==> src/sv/vgfc_pkg.sv <==
// shared types and constants of the voxel grid face cull block
package vgfc_pkg;

	localparam int COLOUR_W = 32;
	localparam int COUNT_W  = 13;
	localparam int SIZE_W   = 5;
	localparam int EXT_W    = 7;
	localparam int APB_AW   = 4;
	localparam int APB_DW   = 32;

	localparam logic [SIZE_W-1:0] SIZE_RST = 5'd10;

	localparam logic [1:0] REG_SIZE_X = 2'd0;
	localparam logic [1:0] REG_SIZE_Y = 2'd1;
	localparam logic [1:0] REG_SIZE_Z = 2'd2;

	localparam logic [1:0] MODE_PUT   = 2'd0;
	localparam logic [1:0] MODE_DEL   = 2'd1;
	localparam logic [1:0] MODE_QUERY = 2'd2;

	localparam logic [2:0] NB_FIRST = 3'd1;
	localparam logic [2:0] NB_LAST  = 3'd5;
	localparam logic [5:0] MASK_ALL = 6'h3f;

	typedef enum logic [2:0] {
		ST_CLEAR,
		ST_IDLE,
		ST_CENTRE,
		ST_CHECK,
		ST_NBR,
		ST_TAIL,
		ST_DONE
	} state_t;

	typedef struct packed {
		logic [1:0]          mode;
		logic [3:0]          x_pos;
		logic [3:0]          y_pos;
		logic [3:0]          z_pos;
		logic [COLOUR_W-1:0] colour;
	} req_t;

	typedef struct packed {
		logic [COLOUR_W-1:0] old_colour;
		logic [5:0]          face_mask;
		logic [COUNT_W-1:0]  voxel_count;
		logic                range_error;
	} rsp_t;

	typedef struct packed {
		logic [EXT_W-1:0] ex;
		logic [EXT_W-1:0] ey;
		logic [EXT_W-1:0] ez;
	} ext_t;

endpackage

==> src/sv/vgfc_cfg.sv <==
// apb size registers and effective grid extents
module vgfc_cfg #(
	parameter int X_DIM = 16,
	parameter int Y_DIM = 16,
	parameter int Z_DIM = 16
) (
	input  logic                        clk,
	input  logic                        arst_n,
	input  logic                        psel,
	input  logic                        penable,
	input  logic                        pwrite,
	input  logic [vgfc_pkg::APB_AW-1:0] paddr,
	input  logic [vgfc_pkg::APB_DW-1:0] pwdata,
	output logic [vgfc_pkg::APB_DW-1:0] prdata,
	output logic                        pready,
	output vgfc_pkg::ext_t              ext
);
	import vgfc_pkg::*;

	logic [SIZE_W-1:0] size_x_q;
	logic [SIZE_W-1:0] size_y_q;
	logic [SIZE_W-1:0] size_z_q;
	logic              wr;
	logic [1:0]        idx;

	assign pready = 1'b1;
	assign wr     = psel & penable & pwrite;
	assign idx    = paddr[3:2];

	always_ff @(posedge clk or negedge arst_n) begin
		if (!arst_n) begin
			size_x_q <= SIZE_RST;
			size_y_q <= SIZE_RST;
			size_z_q <= SIZE_RST;
		end else if (wr) begin
			case (idx)
				REG_SIZE_X: size_x_q <= pwdata[SIZE_W-1:0];
				REG_SIZE_Y: size_y_q <= pwdata[SIZE_W-1:0];
				REG_SIZE_Z: size_z_q <= pwdata[SIZE_W-1:0];
				default: ;
			endcase
		end
	end

	always_comb begin
		case (idx)
			REG_SIZE_X: prdata = APB_DW'(size_x_q);
			REG_SIZE_Y: prdata = APB_DW'(size_y_q);
			REG_SIZE_Z: prdata = APB_DW'(size_z_q);
			default:    prdata = '0;
		endcase
	end

	// saturate to the built grid
	always_comb begin
		ext.ex = (EXT_W'(size_x_q) > EXT_W'(X_DIM)) ? EXT_W'(X_DIM) : EXT_W'(size_x_q);
		ext.ey = (EXT_W'(size_y_q) > EXT_W'(Y_DIM)) ? EXT_W'(Y_DIM) : EXT_W'(size_y_q);
		ext.ez = (EXT_W'(size_z_q) > EXT_W'(Z_DIM)) ? EXT_W'(Z_DIM) : EXT_W'(size_z_q);
	end

endmodule

==> config.mk <==
export PLATFORM = sky130hd
export DESIGN_NAME = vgfc_cfg
export DESIGN_NICKNAME = d
export VERILOG_FILES = /design/src/sv/vgfc_pkg.sv /design/src/sv/vgfc_cfg.sv
export SDC_FILE = /design/constraint.sdc
export NUM_CORES = 1
export LEC_CHECK = 0
export BUFFER_PORTS_ARGS = -buffer_cell sky130_fd_sc_hd__buf_4
export CAP_MARGIN = 20
export CORE_MARGIN = 8
export CORE_UTILIZATION = 37
export DETAILED_ROUTE_END_ITERATION = 10
export PLACE_DENSITY = 0.8
export SKIP_LAST_GASP = 1
export SLEW_MARGIN = 20
export SYNTH_ARGS = -nofsm -noshare
export SYNTH_HDL_FRONTEND = slang
export SYNTH_SLANG_ARGS = --single-unit
==> constraint.sdc <==
create_clock -name clk -period 0.9 [get_ports clk]
set_input_delay 0.18 -clock clk [delete_from_list [all_inputs] [get_ports clk]]
set_output_delay 0.18 -clock clk [all_outputs]
set_load 0.01 [all_outputs]
# [After elaboration in Yosys (flattened, before gate mapping)]
# Index checks and enable logic that the tools add are counted.
[word_totals] regBits=15 in_bits=41 output_inout_bits=54 word_cells=18
[classes] magnitude_cmp=3 n_eq_ne=2 n_mux=4 bitwise=2 n_reduce_logical=4
[ops] op="greater-than comparator 5 bit (second input constant)" n=3
[ops] op="two-way mux 5 bit" n=3
[ops] op="one-hot mux 5 bit (3 select lines)" n=1
[ops] op="AND reduction 2 bit" n=3
[ops] op="bitwise AND 1 bit" n=2
[ops] op="== test 2 x 1 -> 1 bit (second input constant)" n=1
[ops] op="== test 2 bit (second input constant)" n=1
[ops] op="zero test 2 bit" n=1

# [Depth between registers and ports, before layout]
[depth] depth_word=3 mapped_depth=4 ltp_nobuf=3

# [Least setup slack after synthesis]
# No wires, ideal clock.
[synth_timing] path_type="input to register" start="input port paddr[2] in the netlist's numbering" end="register size_y_q[0]" setup_time_ps=125 arrival_time_ps=1127 t_required_ps=775 slack_ps=-352 cell_stages=4 n_path_buf=2 path_cell_list="buf_4 or3b_1 buf_2 mux2_4"
[synth_via] elab_chain_cells=2
[synth_lines] element="from (decl)" line_no="vgfc_cfg.sv:12" source="input logic [vgfc_pkg::APB_AW-1:0] paddr,"
[synth_lines] element="== test 2 x 1 -> 1 bit" line_no="vgfc_cfg.sv:36" source="case (idx)"
[synth_lines] element="AND reduction 2 bit (no line)"
[synth_lines] element="to (signal assigned)" line_no="vgfc_cfg.sv:38" source="REG_SIZE_Y: size_y_q <= pwdata[SIZE_W-1:0];"
[synth_lines] element="to (decl)" line_no="vgfc_cfg.sv:21" source="logic [SIZE_W-1:0] size_y_q;"
# Every way passes these cells.
# A chain may end at the register's enable or synchronous reset.

# [Worst setup path in the final report]
[layout_timing] start="register size_x_q[3]" end="output port prdata[3] in the netlist's numbering"
[layout_via] elab_chain_cells=1
[layout_lines] element="from (decl)" line_no="vgfc_cfg.sv:20" source="logic [SIZE_W-1:0] size_x_q;"
[layout_lines] element="from (signal assigned)" line_no="vgfc_cfg.sv:37" source="REG_SIZE_X: size_x_q <= pwdata[SIZE_W-1:0];"
[layout_lines] element="one-hot mux 5 bit (3 select lines)" line_no="vgfc_cfg.sv:46" source="case (idx)"
[layout_lines] element="to (decl)" line_no="vgfc_cfg.sv:14" source="output logic [vgfc_pkg::APB_DW-1:0] prdata,"
# Every way passes these cells.

==> results.md <==
- Clock latency on the worst-skew pair: 0.29 ns
- Util after Layout: 56.1%
- Fin crit share: 156%
- CTS tree: yes
- Crit path arrival time: 1.22 ns
- Fillers: 215
- Initial Util: 38.7%
- Nets: 193
- CTS Buf Count: 3
- Vias in the first global route: 891
- Vias per cell: 4.37
- VDD IR max: 1.39 mV
- Global-route wire length before repair: 4.31 mm
- Main combinational cell family by area after synthesis: buffers and inverters
- Die height: 69.7 um
- Outcome: finished with violations
- Synth unique cells: 16
- Synthesized instance count: 103
- F_max: 0.714 GHz
- Yosys warns: 0
- Remaining DRCs: 0
- Post-Route WL: 2.71 mm
- Starting DRT DRC Count: 24
- Initial antenna violation count: 0
- Via Count: 795
- Synth Area in Adders: 0%
- Layout cells sized above 1: 58.3%
- H-tree Lvls: 1
- Routability cong.: 0.776
- XOR/XNOR share of the synthesized area: 0%
- GRT busiest layer: met2
- Pleak: 0.789 nW
- Largest net degree at the start of global routing: 16
- CTS clock-pin slew for the worst setup and hold paths: 0.09 ns
- Failing checks: setup timing
- Final hold violation count: 0
- Top post-synthesis cells by area: buf_4 25%, dfrtp_1 21%, dfstp_2 15%, mux2_2 11%, nor2b_1 7.6%
- Maxcap violations: 0
- Post-layout min period: 1.40 ns
- Grt total ovfl: 0
- CP Class: flop to output port
- Final WS setup: -0.500 ns
- # diodes: 0
- P&R area growth vs syn: 44.7%
- Root buf cell: clkbuf_4
- Seq/Total Area, Yosys: 35.8%
- Hold Crit Class: input pin to flop
- Rows: 19
- Compound-Gate Fraction of Synth Area: 2.34%
- Met2 usage: 17.2%
- Total power per unit cell area: 1870 nW/um2
- Synth area leader: buf_4
- Footprint of the multi-input gates: 621 um2
- Post-DP HPWL: 2.04 mm
- Chip Width: 69.7 um
- Final setup viols: 26
- DR WL/cell: 14.9 um
- Crit end category: output port
- Storage cell area: 385 um2
- GR Util All Layers: 10.5%
- Power Total: 2.90 mW
- Worst Skew: 0 ns
- CTS sink cnt: 15
- CP required: 0.72 ns
- Core box area: 2760 um2
- CP Launch Type: flop
- WHS: 0.139 ns
- Die Area: 4860 um2
- Detailed Routing Iterations Pass 1: 4
- FF+latch count, synth: 15
- IO Pins: 95
- IO buf count: 31
- Post-synthesis mux area share: 22.2%
- Routed Antenna Nets: 0
- Synth Area in Simple Gates: 12.8%
- CP Max Fanout: 3
- Longest Clk Path Bufs: 2
- Cell Area, Synth: 1070 um2
- M3 GR Usage: 7.15%
- RSZ-0062 raised after global routing: true
- Synth Area per Inst: 10.4 um2
- Slew Viols, Final: 0
- M1 GR Usage: 10.3%
- Post-synth top area share: 24.6%
==> repair_timing <==
item / 4_1_cts / 5_1_grt
gates cloned: 0 / 0
pin swaps: 1 / 2
setup buffers: 4 / 4
endpoints found under the hold margin: 15 / 0
gates resized for setup: 26 / 24
setup endpoints to repair: 33 / 31
hold buffers: 1 / 0
==> critical path, cell delays in order (launching register included) <==
cell,delay [ns]
dfstp_2,0.56
mux2i_1,0.08
o21ai_1,0.14
buf_4,0.14
==> synthesized netlist by cell type <==
cell and n:
conb_1 2, nand2_1 5, buf_2 1, nor3_2 1, mux2i_1 5, nand3_1 1, buf_4 35, nor2b_1 13
o21ai_0 5, nor3b_2 1, or3b_1 1, dfrtp_1 9, dfstp_2 6, mux2_4 5, clkbuf_1 3, mux2_2 10
==> layout by cell type, fill, tap and decap left out, types with 2 or more instances in the layout <==
master and instances:
conb_1 34, buf_4 26, buf_6 24, mux2_4 12, dfrtp_1 7, nor2b_1 6
dfstp_2 6, nand2_1 5, o21ai_1 5, nor2b_4 5, mux2i_1 4, mux2_2 3
clkbuf_4 3, nor2b_2 2, dfrtp_2 2
==> report_power, final <==
group / leakage, nW / switching, mW / total (mW) / internal (mW)
registers: 0.171 / 0.173 / 1.06 / 0.883
clock network: 0.0150 / 0.218 / 0.391 / 0.173
logic: 0.603 / 0.551 / 1.45 / 0.898
==> layout make-up <==
type	instances	share of cell area (%)
Multi-Input combinational cell	81	40.1
Timing Repair Buffer	51	30.7
Sequential cell	15	24.9
Tap cell	31	2.51
Clock buffer	4	1.70
==> per-layer routing <==
metal  vias up  wire length (um)
met1       372              1030
met5         -                 0
met3         3               399
met4         0                34
met2        62              1250
li1        358                 -
==> final timing paths <==
path | startpoint | to | slack, ns | depth (start not counted)
max in group asynchronous | arst_n | size_x_q[1] | 0.39 | 2
hold / removal | pwdata[4] | size_z_q[4] | 0.14 | 2
min in group asynchronous | arst_n | size_z_q[4] | 0.27 | 2
setup reg to reg | size_x_q[4] | size_x_q[4] | -0.06 | 2
hold reg to reg | size_z_q[2] | size_z_q[2] | 0.55 | 1
setup / recovery | size_x_q[3] | prdata[3] | -0.50 | 3
==> cell families (layout without fill, tap and decap cells) <==
group / Yosys count / after routing
buffers and inverters: 39 / 55
AND/OR/NAND/NOR: 22 / 22
multiplexers: 20 / 20
flip-flops: 15 / 15
AO/OA/AOI/OAI: 5 / 5
other: 2 / 34
==> flip-flops by register name, summed over array words and instances (netlist names) <==
name and flops:
size_x_q 5, size_y_q 5, size_z_q 5
==> metrics by stage <==
step	setup TNS, ns	cell area [um2]	setup slack, ns	cells
after global routing	-8.64	1550	-0.547	182
after CTS	-7.55	1440	-0.480	180
after detailed placement	-7.10	1300	-0.410	172
final	-7.53	1550	-0.500	182
after global placement	-6.61	1300	-0.382	172
after floorplan	-3.21	1220	-0.281	135
Power figures use the tool's default switching activity.
