[src/sv/vgfc_pkg.sv]
// shared types and constants of the voxel grid face cull block
package vgfc_pkg;

	localparam int COLOUR_W = 32;
	localparam int COUNT_W  = 13;
	localparam int SIZE_W   = 5;
	localparam int EXT_W    = 7;
	localparam int APB_AW   = 4;
	localparam int APB_DW   = 32;

	localparam logic [SIZE_W-1:0] SIZE_RST = 5'd10;

	localparam logic [1:0] REG_SIZE_X = 2'd0;
	localparam logic [1:0] REG_SIZE_Y = 2'd1;
	localparam logic [1:0] REG_SIZE_Z = 2'd2;

	localparam logic [1:0] MODE_PUT   = 2'd0;
	localparam logic [1:0] MODE_DEL   = 2'd1;
	localparam logic [1:0] MODE_QUERY = 2'd2;

	localparam logic [2:0] NB_FIRST = 3'd1;
	localparam logic [2:0] NB_LAST  = 3'd5;
	localparam logic [5:0] MASK_ALL = 6'h3f;

	typedef enum logic [2:0] {
		ST_CLEAR,
		ST_IDLE,
		ST_CENTRE,
		ST_CHECK,
		ST_NBR,
		ST_TAIL,
		ST_DONE
	} state_t;

	typedef struct packed {
		logic [1:0]          mode;
		logic [3:0]          x_pos;
		logic [3:0]          y_pos;
		logic [3:0]          z_pos;
		logic [COLOUR_W-1:0] colour;
	} req_t;

	typedef struct packed {
		logic [COLOUR_W-1:0] old_colour;
		logic [5:0]          face_mask;
		logic [COUNT_W-1:0]  voxel_count;
		logic                range_error;
	} rsp_t;

	typedef struct packed {
		logic [EXT_W-1:0] ex;
		logic [EXT_W-1:0] ey;
		logic [EXT_W-1:0] ez;
	} ext_t;

endpackage

[src/sv/vgfc_ctrl.sv]
// sequencer and shared neighbour address unit
module vgfc_ctrl #(
	parameter int X_DIM = 16,
	parameter int Y_DIM = 16,
	parameter int CELLS = 4096,
	parameter int AW    = 12
) (
	input  logic                          clk,
	input  logic                          arst_n,
	input  vgfc_pkg::ext_t                ext,
	input  logic                          req_valid,
	output logic                          req_ready,
	input  vgfc_pkg::req_t                req,
	output logic                          rsp_valid,
	input  logic                          rsp_ready,
	output vgfc_pkg::rsp_t                rsp,
	output logic                          mem_we,
	output logic [AW-1:0]                 mem_addr,
	output logic [vgfc_pkg::COLOUR_W-1:0] mem_wdata,
	input  logic [vgfc_pkg::COLOUR_W-1:0] mem_rdata
);
	import vgfc_pkg::*;

	localparam logic [AW-1:0] STRIDE_X = AW'(1);
	localparam logic [AW-1:0] STRIDE_Y = AW'(X_DIM);
	localparam logic [AW-1:0] STRIDE_Z = AW'(X_DIM * Y_DIM);
	localparam logic [AW-1:0] CLR_LAST = AW'(CELLS - 1);

	state_t              state_q, state_d;
	req_t                item_q;
	logic [AW-1:0]       centre_q;
	logic                err_q;
	logic [5:0]          nb_ok_q;
	logic [2:0]          nb_k_q;
	logic [COLOUR_W-1:0] old_q;
	logic [5:0]          mask_q;
	logic [COUNT_W-1:0]  count_q;
	logic [AW-1:0]       clr_q;
	logic                rsp_valid_q;
	rsp_t                rsp_q;

	logic                accept;
	logic                err_c;
	logic [5:0]          ok_c;
	logic [AW-1:0]       addr_c;
	logic [2:0]          nb_sel;
	logic [AW-1:0]       delta;
	logic [AW-1:0]       nb_addr;
	logic                rd_nz;
	logic                cnt_inc;
	logic                cnt_dec;
	logic                deliver;
	logic [2:0]          hide_idx;

	assign accept  = req_valid & req_ready;
	assign rd_nz   = (mem_rdata != '0);
	assign deliver = (state_q == ST_DONE) && (!rsp_valid_q || rsp_ready);

	assign err_c = (EXT_W'(req.x_pos) >= ext.ex) || (EXT_W'(req.y_pos) >= ext.ey) ||
	               (EXT_W'(req.z_pos) >= ext.ez);

	assign ok_c = {
		(EXT_W'(req.z_pos) + EXT_W'(1)) < ext.ez, req.z_pos != 4'd0,
		(EXT_W'(req.y_pos) + EXT_W'(1)) < ext.ey, req.y_pos != 4'd0,
		(EXT_W'(req.x_pos) + EXT_W'(1)) < ext.ex, req.x_pos != 4'd0
	};

	assign addr_c = AW'(req.z_pos) * STRIDE_Z + AW'(req.y_pos) * STRIDE_Y + AW'(req.x_pos);

	// shared neighbour address adder
	always_comb begin
		case (nb_sel[2:1])
			2'd0:    delta = STRIDE_X;
			2'd1:    delta = STRIDE_Y;
			2'd2:    delta = STRIDE_Z;
			default: delta = '0;
		endcase
		nb_addr = nb_sel[0] ? (centre_q + delta) : (centre_q - delta);
	end

	always_comb begin
		state_d = state_q;
		case (state_q)
			ST_CLEAR:  if (clr_q == CLR_LAST) state_d = ST_IDLE;
			ST_IDLE:   if (req_valid) state_d = err_c ? ST_DONE : ST_CENTRE;
			ST_CENTRE: state_d = ST_CHECK;
			ST_CHECK:  state_d = (item_q.mode == MODE_QUERY && rd_nz) ? ST_NBR : ST_DONE;
			ST_NBR:    if (nb_k_q == NB_LAST) state_d = ST_TAIL;
			ST_TAIL:   state_d = ST_DONE;
			ST_DONE:   if (!rsp_valid_q || rsp_ready) state_d = ST_IDLE;
			default:   state_d = ST_IDLE;
		endcase
	end

	always_comb begin
		req_ready = 1'b0;
		mem_we    = 1'b0;
		mem_addr  = centre_q;
		mem_wdata = '0;
		nb_sel    = nb_k_q;
		cnt_inc   = 1'b0;
		cnt_dec   = 1'b0;
		case (state_q)
			ST_CLEAR: begin
				mem_we   = 1'b1;
				mem_addr = clr_q;
			end
			ST_IDLE: begin
				req_ready = 1'b1;
			end
			ST_CHECK: begin
				nb_sel = '0;
				if (item_q.mode == MODE_PUT && !rd_nz && item_q.colour != '0) begin
					mem_we    = 1'b1;
					mem_wdata = item_q.colour;
					cnt_inc   = 1'b1;
				end else if (item_q.mode == MODE_DEL && rd_nz) begin
					mem_we  = 1'b1;
					cnt_dec = 1'b1;
				end else begin
					mem_addr = nb_addr;
				end
			end
			ST_NBR: begin
				mem_addr = nb_addr;
			end
			default: ;
		endcase
	end

	assign hide_idx = (state_q == ST_TAIL) ? NB_LAST : (nb_k_q - 3'd1);

	always_ff @(posedge clk or negedge arst_n) begin
		if (!arst_n) begin
			state_q     <= ST_CLEAR;
			clr_q       <= '0;
			count_q     <= '0;
			nb_k_q      <= '0;
			rsp_valid_q <= 1'b0;
		end else begin
			state_q <= state_d;
			if (state_q == ST_CLEAR) begin
				clr_q <= clr_q + AW'(1);
			end
			if (cnt_inc) begin
				count_q <= count_q + COUNT_W'(1);
			end else if (cnt_dec) begin
				count_q <= count_q - COUNT_W'(1);
			end
			if (state_q == ST_CHECK) begin
				nb_k_q <= NB_FIRST;
			end else if (state_q == ST_NBR) begin
				nb_k_q <= nb_k_q + 3'd1;
			end
			if (deliver) begin
				rsp_valid_q <= 1'b1;
			end else if (rsp_ready) begin
				rsp_valid_q <= 1'b0;
			end
		end
	end

	always_ff @(posedge clk) begin
		if (accept) begin
			item_q   <= req;
			centre_q <= addr_c;
			err_q    <= err_c;
			nb_ok_q  <= ok_c;
			old_q    <= '0;
			mask_q   <= '0;
		end
		if (state_q == ST_CHECK) begin
			old_q  <= mem_rdata;
			mask_q <= (item_q.mode == MODE_QUERY && rd_nz) ? MASK_ALL : '0;
		end
		if (state_q == ST_NBR || state_q == ST_TAIL) begin
			mask_q[hide_idx] <= !(nb_ok_q[hide_idx] && rd_nz);
		end
		if (deliver) begin
			rsp_q.old_colour  <= old_q;
			rsp_q.face_mask   <= mask_q;
			rsp_q.voxel_count <= count_q;
			rsp_q.range_error <= err_q;
		end
	end

	assign rsp_valid = rsp_valid_q;
	assign rsp       = rsp_q;

endmodule

[config.mk]
export PLATFORM = sky130hd
export DESIGN_NAME = vgfc_ctrl
export DESIGN_NICKNAME = d
export VERILOG_FILES = /design/src/sv/vgfc_pkg.sv /design/src/sv/vgfc_ctrl.sv
export SDC_FILE = /design/constraint.sdc
export NUM_CORES = 1
export LEC_CHECK = 0
export BUFFER_PORTS_ARGS = -buffer_cell sky130_fd_sc_hd__buf_2
export CORE_MARGIN = 4
export CORE_UTILIZATION = 30
export DETAILED_ROUTE_END_ITERATION = 12
export GPL_TIMING_DRIVEN = 0
export PLACE_DENSITY_LB_ADDON = 0.2
export SLEW_MARGIN = 0
export SYNTH_ARGS = -nofsm -noshare
export SYNTH_HDL_FRONTEND = slang
export SYNTH_SLANG_ARGS = --single-unit
[constraint.sdc]
create_clock -name clk -period 5.22 [get_ports clk]
set_input_delay 0 -clock clk [delete_from_list [all_inputs] [get_ports clk]]
set_output_delay 0 -clock clk [all_outputs]
set_load 0.01 [all_outputs]
## Word level (Yosys, flattened, before mapping)

Cells that the tools add are included.

- Bits in registers: 175
- Logic and storage cells: 121

- Add/subtract/negate cells: 12
- $lt $le $gt $ge: 8
- Equal/unequal tests: 16
- Muxes and demuxes: 41
- Bitwise operators: 1
- Reductions and logical operators: 27

Operators by type and width:

| kind | count |
|---|---|
| $mux 32 | 4 |
| $reduce_bool 32->1 | 2 |
| $mux 12 | 3 |
| $pmux 12 s3 | 1 |
| $mux 3 | 9 |
| $pmux 9 s3 | 1 |
| $mux 13 | 2 |
| $mux 6 | 4 |
| $ge 4x7->1 | 3 |
| $lt 5x7->1 | 3 |
| $pmux 3 s7 | 1 |
| $add 4x1->5 const B | 3 |
| $add 13x1->13 const B | 1 |
| $sub 13x1->13 const B | 1 |
| $add 12x1->12 const B | 1 |
| $add 12x12->12 | 1 |
| $add 12x4->12 | 1 |
| $add 12x8->12 | 1 |
| $eq 12x12->1 const B | 1 |
| $eq 3x3->1 const B | 4 |
| $reduce_bool 4->1 | 3 |
| $sub 12x12->12 | 1 |
| $mux 1 | 11 |
| $reduce_bool 2->1 | 4 |
| 22 further kinds | 39 |

## Longest topological paths before layout

Gate-level depths: netlist of run 1.

- Word-level depth: 9
- Depth in mapped cells: 15
- Depth with buffers taken out: 14

## Worst setup path after synthesis of run 1

OpenSTA, ideal clock, no wires.

- Path type: register -> register
- From: reg state_q[1]
- To: reg old_q[0], enable pin
- Setup time: 0.387 ns
- Arrival: 3.360 ns
- Data required time: 4.833 ns
- Path slack: 1.473 ns
- Stages on the path, launching flop included: 7
- Path buffers: 1
- Clock period less this slack: 3.747 ns
- Path through: dfrtp_1 > buf_2 > nor2b_1 > nor2b_1 > and2_1 > nor2_1 > inv_1

- Cells in the longest elaborated chain, start to end: 4

Ends and longest elaborated chain:

| element | line | source |
|---|---|---|
| start: declaration | vgfc_ctrl.sv:29 | `state_t state_q, state_d;` |
| start signal: assignment | vgfc_ctrl.sv:141 | `state_q <= state_d;` |
| $eq 3x1->1 | vgfc_ctrl.sv:103 | `case (state_q)` |
| $mux 1 | vgfc_ctrl.sv:103 |  |
| via req_ready | vgfc_ctrl.sv:12 | `output logic req_ready,` |
| $and 1x1->1 | vgfc_ctrl.sv:55 | `assign accept = req_valid & req_ready;` |
| via accept | vgfc_ctrl.sv:42 | `logic accept;` |
| $reduce_bool 2->1 (no line) | n/a |  |
| end signal: assignment | vgfc_ctrl.sv:173 | `old_q <= mem_rdata;` |
| end: declaration | vgfc_ctrl.sv:35 | `logic [COLOUR_W-1:0] old_q;` |

The timed path passes the listed nets, and every way through them passes these cells.
A chain may end at the register's enable or synchronous reset.

## Worst setup path after layout of run 1

- From: in mem_rdata[21] (netlist name)
- To: reg count_q[11]

- Cells in the longest elaborated chain, start to end: 7

Ends and longest elaborated chain:

| element | line | source |
|---|---|---|
| start: declaration | vgfc_ctrl.sv:20 | `input logic [vgfc_pkg::COLOUR_W-1:0] mem_rdata` |
| $reduce_bool 32->1 * | vgfc_ctrl.sv:56 | `assign rd_nz = (mem_rdata != '0);` |
| $logic_not 1->1 | vgfc_ctrl.sv:113 | `if (item_q.mode == MODE_PUT && !rd_nz && item_q.colour != '0) begin` |
| $logic_and 1x1->1 (2 in a row) | vgfc_ctrl.sv:113 |  |
| $mux 1 | vgfc_ctrl.sv:113 |  |
| $mux 1 | vgfc_ctrl.sv:103 |  |
| $mux 13 / $reduce_bool 2->1 (equally long branches) | n/a |  |
| end signal: assignment | vgfc_ctrl.sv:146 | `count_q <= count_q + COUNT_W'(1);` |
| end signal: assignment | vgfc_ctrl.sv:148 | `count_q <= count_q - COUNT_W'(1);` |
| end: declaration | vgfc_ctrl.sv:37 | `logic [COUNT_W-1:0] count_q;` |

Every way passes the cells marked *; elsewhere a longest branch is shown, timed or not.

==> results of run 1 <==
==> cell type report <==
type / count / area, µm²
inverters: 30 / 113
plain buffers: 21 / 85.1
multi-input cells: 480 / 3390
flip-flops and latches: 175 / 5030
well taps: 378 / 473
fillers: 2731 / 16500
repair buffers: 290 / 1920
clock inverters: 13 / 159
clock buffers: 19 / 433
==> flip-flops by register name, indices dropped and copies added, names as in the netlist, 6 cells and up <==
signal	flops
rsp	52
item_q	34
old_q	32
count_q	13
centre_q	12
clr_q	12
mask_q	6
nb_ok_q	6
==> where the power goes <==
part	internal (mW)	switching, mW
registers	1.96	0.178
clock network	0.718	0.580
logic	0.897	1.26
==> synth_stat cells, types with 2 or more instances <==
cell type / n / share of area [%]
xor2_1: 18 / 1.8
and4_1: 6 / 0.61
o22ai_1: 2 / 0.15
nor3_1: 17 / 0.99
or2_2: 4 / 0.29
nand3_1: 10 / 0.58
a21oi_1: 35 / 2.0
o21a_1: 5 / 0.44
and3_1: 6 / 0.44
o21ai_0: 26 / 1.5
nand4_1: 7 / 0.51
or3_1: 5 / 0.36
edfxtp_1: 137 / 48
dfrtp_1: 32 / 9.3
dfxtp_1: 6 / 1.4
o41ai_1: 3 / 0.31
inv_1: 30 / 1.3
xnor2_1: 21 / 2.1
nand3b_1: 3 / 0.26
nand2_1: 38 / 1.7
ha_1: 57 / 8.3
mux2i_1: 3 / 0.35
and2_1: 66 / 4.8
nor4_1: 19 / 1.4
mux2_2: 6 / 0.78
a221o_1: 2 / 0.23
o21bai_1: 3 / 0.26
nor2b_1: 9 / 0.65
a22oi_1: 10 / 0.87
a211oi_1: 3 / 0.26
nor2_1: 41 / 1.8
buf_2: 4 / 0.23
clkbuf_1: 16 / 0.70
nand2b_1: 11 / 0.80
o311ai_0: 2 / 0.20
o2111ai_1: 2 / 0.20
a21o_1: 16 / 1.4
==> cell families after synthesis <==
| kind of cell | after synthesis |
|---|---|
| compound gates | 124 |
| xor+xnor | 39 |
| fa+ha+maj | 58 |
| buf+inv | 51 |
| flops | 175 |
| mux | 10 |
| simple gates | 249 |
==> cell usage in the layout, fill, tap and decap left out, drive strengths merged, types with 11 or more instances in the layout <==
cell	count
a21o	16
a21oi	35
and2	66
buf	207
clkbuf	36
dfrtp	32
dlygate4sd3	87
edfxtp	137
ha	57
inv	33
nand2	38
nand2b	11
nor2	41
nor3	18
nor4	20
o21ai	27
xnor2	21
xor2	18
==> path summary, 6_finish.rpt <==
| path | from | endpoint | slack [ps] |
|---|---|---|---|
| setup / recovery | mem_rdata[21] | count_q[11]$_DFFE_PN0P_ | 680 |
| min in group asynchronous | arst_n | count_q[8]$_DFFE_PN0P_ | 230 |
| setup reg to reg | state_q[0]$_DFFE_PN0P_ | count_q[11]$_DFFE_PN0P_ | 710 |
| max in group asynchronous | arst_n | clr_q[6]$_DFFE_PN0N_ | 4460 |
| hold / removal | ext[20] | state_q[2]$_DFFE_PN0P_ | 150 |
| hold reg to reg | old_q[17]$_SDFFCE_PN0P_ | rsp[37]$_DFFE_PP_ | 420 |
==> worst max-delay path, delay by kind of cell <==
kind	cells	cell delay [ps]
simple gates	5	1440
compound gates	5	1370
buf+inv	4	1320
fa+ha+maj	1	350
mux	1	260
xor+xnor	1	100
==> metal layers <==
metal | track usage, % | vias up | routed length (µm)
met5 | 0 | - | 0
met4 | 3.00 | 0 | 158
met3 | 2.85 | 11 | 1300
met2 | 21.9 | 196 | 9600
met1 | 19.1 | 2911 | 10400
li1 | - | 3218 | -
==> what timing repair did <==
item | 4_1_cts | 5_1_grt
hold buffers | 87 | 0
buffers inserted | 0 | 0
endpoints found under the setup margin | 0 | 3
gates resized for setup | 0 | 2
hold endpoints to repair | 120 | 0
==> metrics.txt, run 1 <==
relative slew slack=18.0%; gpl congestion=0.801; Routed Wire Length=21500 µm; CP Max Fanout=12; startpoint types=input port; Yosys warning total=0; DRT antenna net count=0; post-synthesis simple-gate area fraction=between 10% and 20%; Initial DRT Pass Iterations=4; vias in the first global route=6351; setup ws final=678 ps; drt first-iter violations=369; Overflow after GRT=0; Async S/R FF share, synth=18.3%; Synth Area in Compound Gates=a little under a tenth; Pleak=4.91 nW; total power=about 5.6 mW; CP max-delay cell=dlygate4sd3_1; Seq/Total Area, Yosys=58.5%; post-layout minimum cycle time=4540 ps; CP arrival=4850 ps; fmax=0.220 GHz; share of layout cells above drive strength 1=25.0%; largest net degree at the start of global routing=36; Adder-Cell Fraction of Synth Area=between 8 and 9%; Area growth syn-to-layout=34.8%; TritonCTS buffer count=17; CTS tree=done; status=finished clean; Max VDD drop=0.000189 V; Clock Pin Slew Worst Setup and Hold Paths=70 ps; Layout Nets=1176; post-synth cell types=62; drt drc=0; I/O Buffers=201; Post-DP HPWL=15500 µm; first-pass GRT wire length=34000 µm; H-tree depth=4; synthesized instance count=slightly above 700; crit-path max cell delay=550 ps; Worst Tran Pin Value=1230 ps; initial core utilization=30.7%; setup violators final=0; clk_lat worst skew=420 ps; placement-stage cell area=10100 µm²; DR vias=6336; largest family of logic cells by synthesized area=simple AND/OR/NAND/NOR gates; final cell count without fillers=1406; EDFF count, synth=137; synthesized area=8610 µm²; clk sinks=175; multiplexer area fraction after synthesis=1.39%; flops & latches, synth=175; critical path type=input port to flop; utilization of the core after routing=approximately two fifths; R2R cell count=15; core area=28100 µm²; placed cells=1287; initial antenna violation count=0; worst hold margin=151 ps; # rows=slightly above 60; WP data required=approximately 5500 ps; Syn Area/Cell=12.2 µm²; Worst Clk Skew=12.4 ps; CP Capture Type=flop; antenna cells=0; final worst path period share=87.0%; Die Footprint=31500 µm²; Fin Setup TNS=0 ps; worst hold path class=input port to flop; die height=approximately 180 µm; Hold Path Stages=4; pre-CTS WS=between 200 and 300 ps; all-layer global routing usage=13.7%; maxcap violations=0; Pwr Density=roughly 480 nW/µm²; RSZ-0062 raised after global routing=false; syn nets=867; Root Buffer=clkbuf_16; Max Slew Vio Count=0; Wirelength per Cell=15.3 µm; post-route cell area=11600 µm²; via density per instance=4.51; Die X=177 µm; I/O pin total=202; Clock Path Buffers=2; Post-Synth XOR/XNOR Area=~4.0%; ys flop type=edfxtp_1; Final Hold Fails=0; worst path cell trace=dlygate4sd3_1, buf_2, nor4_1, nand4_1, nor2_1, nand2_1, nor3_4, clkbuf_1, inv_1, ha_1, a21oi_1, o21ai_0, o41ai_1, o21ai_0, o41ai_1, xnor2_1, mux2_2
(Power assumes the default switching activity.)
==> inputs of run 2 (changes only) <==
--- a/config.mk
+++ b/config.mk
@@ -5,6 +5,7 @@
 export SDC_FILE = /design/constraint.sdc
 export NUM_CORES = 1
 export LEC_CHECK = 0
+export ABC_AREA = 1
 export BUFFER_PORTS_ARGS = -buffer_cell sky130_fd_sc_hd__buf_2
 export CORE_MARGIN = 4
 export CORE_UTILIZATION = 30
==> metrics.txt, run 2 <==
status=finished clean; Post-DP HPWL=16700 µm (+7.1%); RSZ-0062 raised after global routing=false; # rows=63 (+3.3%); Async S/R FF share, synth=18.3% (unchanged); Yosys warning total=0 (unchanged); fmax=0.268 GHz (+22%); drt drc=0 (unchanged); TritonCTS buffer count=17 (unchanged); Max Slew Vio Count=0 (unchanged); post-synth cell types=42 (-32%); Multi-input gate area=3250 µm² (-4.1%); Die Footprint=32700 µm² (+3.9%); Pleak=5.67 nW (+15%); Setup crit start=item_q[16]$_DFFE_PP_; count leader, synth=inv_1; CP Max Fanout=21 (+9); global-route layer with the greatest usage=met2; startpoint types=flop; Root Buffer=clkbuf_16; Layout Nets=1393 (+18%); Crit Reg-Reg Startpoint=item_q[16]$_DFFE_PP_; Max VDD drop=0.000202 V (+6.8%); CP Capture Type=flop; Fin Setup TNS=0 ps (unchanged); Reg area=5030 µm² (unchanged); Overflow after GRT=0 (unchanged); clk_lat worst skew=420 ps (about the same); post-layout minimum cycle time=3730 ps (-812 ps); gpl congestion=0.880 (+9.9%); synthesized instance count=923 (+31%); synthesized area=8960 µm² (+4.1%); core area=29600 µm² (+5.2%); max reg flops=52 (unchanged); largest area contributor in the netlist=edfxtp_1; final worst path period share=71.5% (-16 points); vias in the first global route=7229 (+14%); GRT met2 Usage=22.6% (+0.68 points); clock network fraction of total power=22.1% (-1.1 points); Syn Area/Cell=9.71 µm² (-20%); via density per instance=4.34 (-3.6%); Worst Tran Pin Value=1050 ps (-178 ps); share of layout cells above drive strength 1=21.8% (-3.2 points); Hold Path Stages=5 (+1); Switch Pwr=2.14 mW (+6.1%); WP data required=5530 ps (about the same); Wirelength per Cell=13.5 µm (-11%); Internal=3.36 mW (-6.1%); flops & latches, synth=175 (unchanged); DR vias=7102 (+12%); utilization of the core after routing=40.4% (-0.88 points); die height=181 µm (+1.9%); Initial DRT Pass Iterations=4 (unchanged); antenna cells=0 (unchanged); initial antenna violation count=0 (unchanged); post-route cell area=12000 µm² (+3.0%); met3 global-route usage=3.56% (+0.71 points); Fillers=2926 (+7.1%); most frequent cells in the layout=buf_2 (205), inv_1 (153), nand2_1 (146); first-pass GRT wire length=36300 µm (+6.8%); post-CTS sizing=0 (unchanged); ys flop type=edfxtp_1; H-tree depth=4 (unchanged); initial core utilization=30.3% (-0.35 points); Gate power share=39.7% (+1.2 points); final cell count without fillers=1635 (+16%); placement-stage cell area=10500 µm² (+4.0%); worst hold margin=34.9 ps (-116 ps); R2R cell count=17 (+2); I/O pin total=202 (unchanged); Clock Pin Slew Worst Setup and Hold Paths=70 ps (about the same); Die X=181 µm (+1.9%); EDFF count, synth=137 (unchanged); top cell type's share of synthesized area=45.9% (-1.9 points); Pwr Density=460 nW/µm² (-4.6%); syn nets=1084 (+25%); DRT antenna net count=0 (unchanged); relative slew slack=30.0% (+12 points); largest net degree at the start of global routing=34 (-5.6%); Flop pwr share=38.2% (about the same); CTS tree=done; worst hold path class=input port to flop; Routed Wire Length=22100 µm (+3.2%); Clock Path Buffers=2 (unchanged); Area contributors post-synth=edfxtp_1 (46%), dfrtp_1 (8.9%), ha_1 (8.0%), inv_1 (6.4%), nand2_1 (6.1%); clk sinks=175 (unchanged); setup violators final=0 (unchanged); CP arrival=4040 ps (-810 ps); Seq/Total Area, Yosys=56.2% (-2.3 points); Net Sw Frac=38.9% (+2.9 points); Final Hold Fails=0 (unchanged); Reg2Reg Setup Slack=1490 ps (+780 ps); met1 GRT Util=17.9% (-1.2 points); maxcap violations=0 (unchanged); Post-synth top cells=inv_1 (153), nand2_1 (146), edfxtp_1 (137), nor2_1 (122), ha_1 (57); Area growth syn-to-layout=33.4%; I/O Buffers=201 (unchanged); HP Start=req_valid; drt first-iter violations=283 (-23%); Worst Clk Skew=9.53 ps (-2.86 ps); all-layer global routing usage=13.6% (-0.027 points); critical path type=flop to flop; placed cells=1517 (+18%); most common cell after layout, fill and taps aside=buf_2
[run 2: changes by cell type in the layout (fill, tap and decap cells not counted), sizes merged, moves of 12 or more]
cell	before	now
inv	33	175
nand2	38	154
nor2	41	127
and2	66	0
nand3	10	51
nor4	20	0
xnor2	21	4
clkbuf	36	23
a21o	16	4
o21ai	27	39
[run 2: metrics by stage]
| step | power, mW | worst slack [ps] |
|---|---|---|
| 4_1_cts | 5.56 | 1430 |
| 2_1_floorplan | 3.61 | 1550 |
| 3_3_place_gp | 4.24 | 217 |
| 3_5_place_dp | 4.28 | 1460 |
| 5_1_grt | 5.95 | 883 |
| 6_report | 5.49 | 1490 |
[run 2: worst paths after layout]
check	end
worst max-delay path	count_q[12]$_DFFE_PN0P_
worst min-delay path	state_q[2]$_DFFE_PN0P_
min in group asynchronous	count_q[2]$_DFFE_PN0P_
worst min register to register	rsp[49]$_DFFE_PP_
max in group asynchronous	clr_q[2]$_DFFE_PN0N_
worst max register to register	count_q[12]$_DFFE_PN0P_
[run 2: logic make-up (layout without fill, tap and decap cells)]
group | Yosys count | after routing | synth area share, %
AO/OA/AOI/OAI | 108 | 108 | 7.11
XOR/XNOR | 30 | 30 | 2.93
flip-flops | 175 | 175 | 56.2
buffers and inverters | 179 | 501 | 7.64
AND/OR/NAND/NOR | 373 | 373 | 18.0
adder cells (fa/ha/maj) | 58 | 58 | 8.18
[run 2: what timing repair did]
action,CTS,global route
hold endpoints to repair,118,0
endpoints found under the setup margin,0,0
hold buffers,86,0
buffers inserted,0,0
[run 2: cell type report]
cell class / instances / share of cell area (%)
Sequential cell: 175 / 42.1
Multi-Input combinational cell: 569 / 27.2
Buffer: 13 / 0.513
Timing Repair Buffer: 290 / 16.2
Inverter: 166 / 5.21
Tap cell: 390 / 4.08
Clock inverter: 14 / 1.03
Clock buffer: 18 / 3.59
[run 2: power groups by stage]
stage                     Sequential (mW)  Combinational [mW]  Clock, mW
after detailed placement             2.13                2.15          0
after global routing                 2.14                2.49       1.32
final                                2.10                2.18       1.21
after floorplan                      2.10                1.51          0
after CTS                            2.11                2.21       1.25
after global placement               2.14                2.10          0
[run 2: routing by layer]
layer  vias to the layer above  part of all wire, %
li1                       3679                    -
met5                         -                    0
met2                       180                   46
met1                      3220                   47
met4                         0                  1.3
met3                        23                  5.8
[run 2: worst max-delay path, stage by stage (launching register included)]
cell,delay (ps)
edfxtp_1,370
inv_1,80
nand2_1,50
nor3_1,160
nand2_1,80
nor2_1,150
nand2_1,90
nand4_1,230
clkbuf_1,820
ha_1,420
a21oi_1,190
nand2_1,110
nand3_1,110
o2111ai_1,140
or2_2,310
nand3_1,90
xor2_1,150
inv_1,50
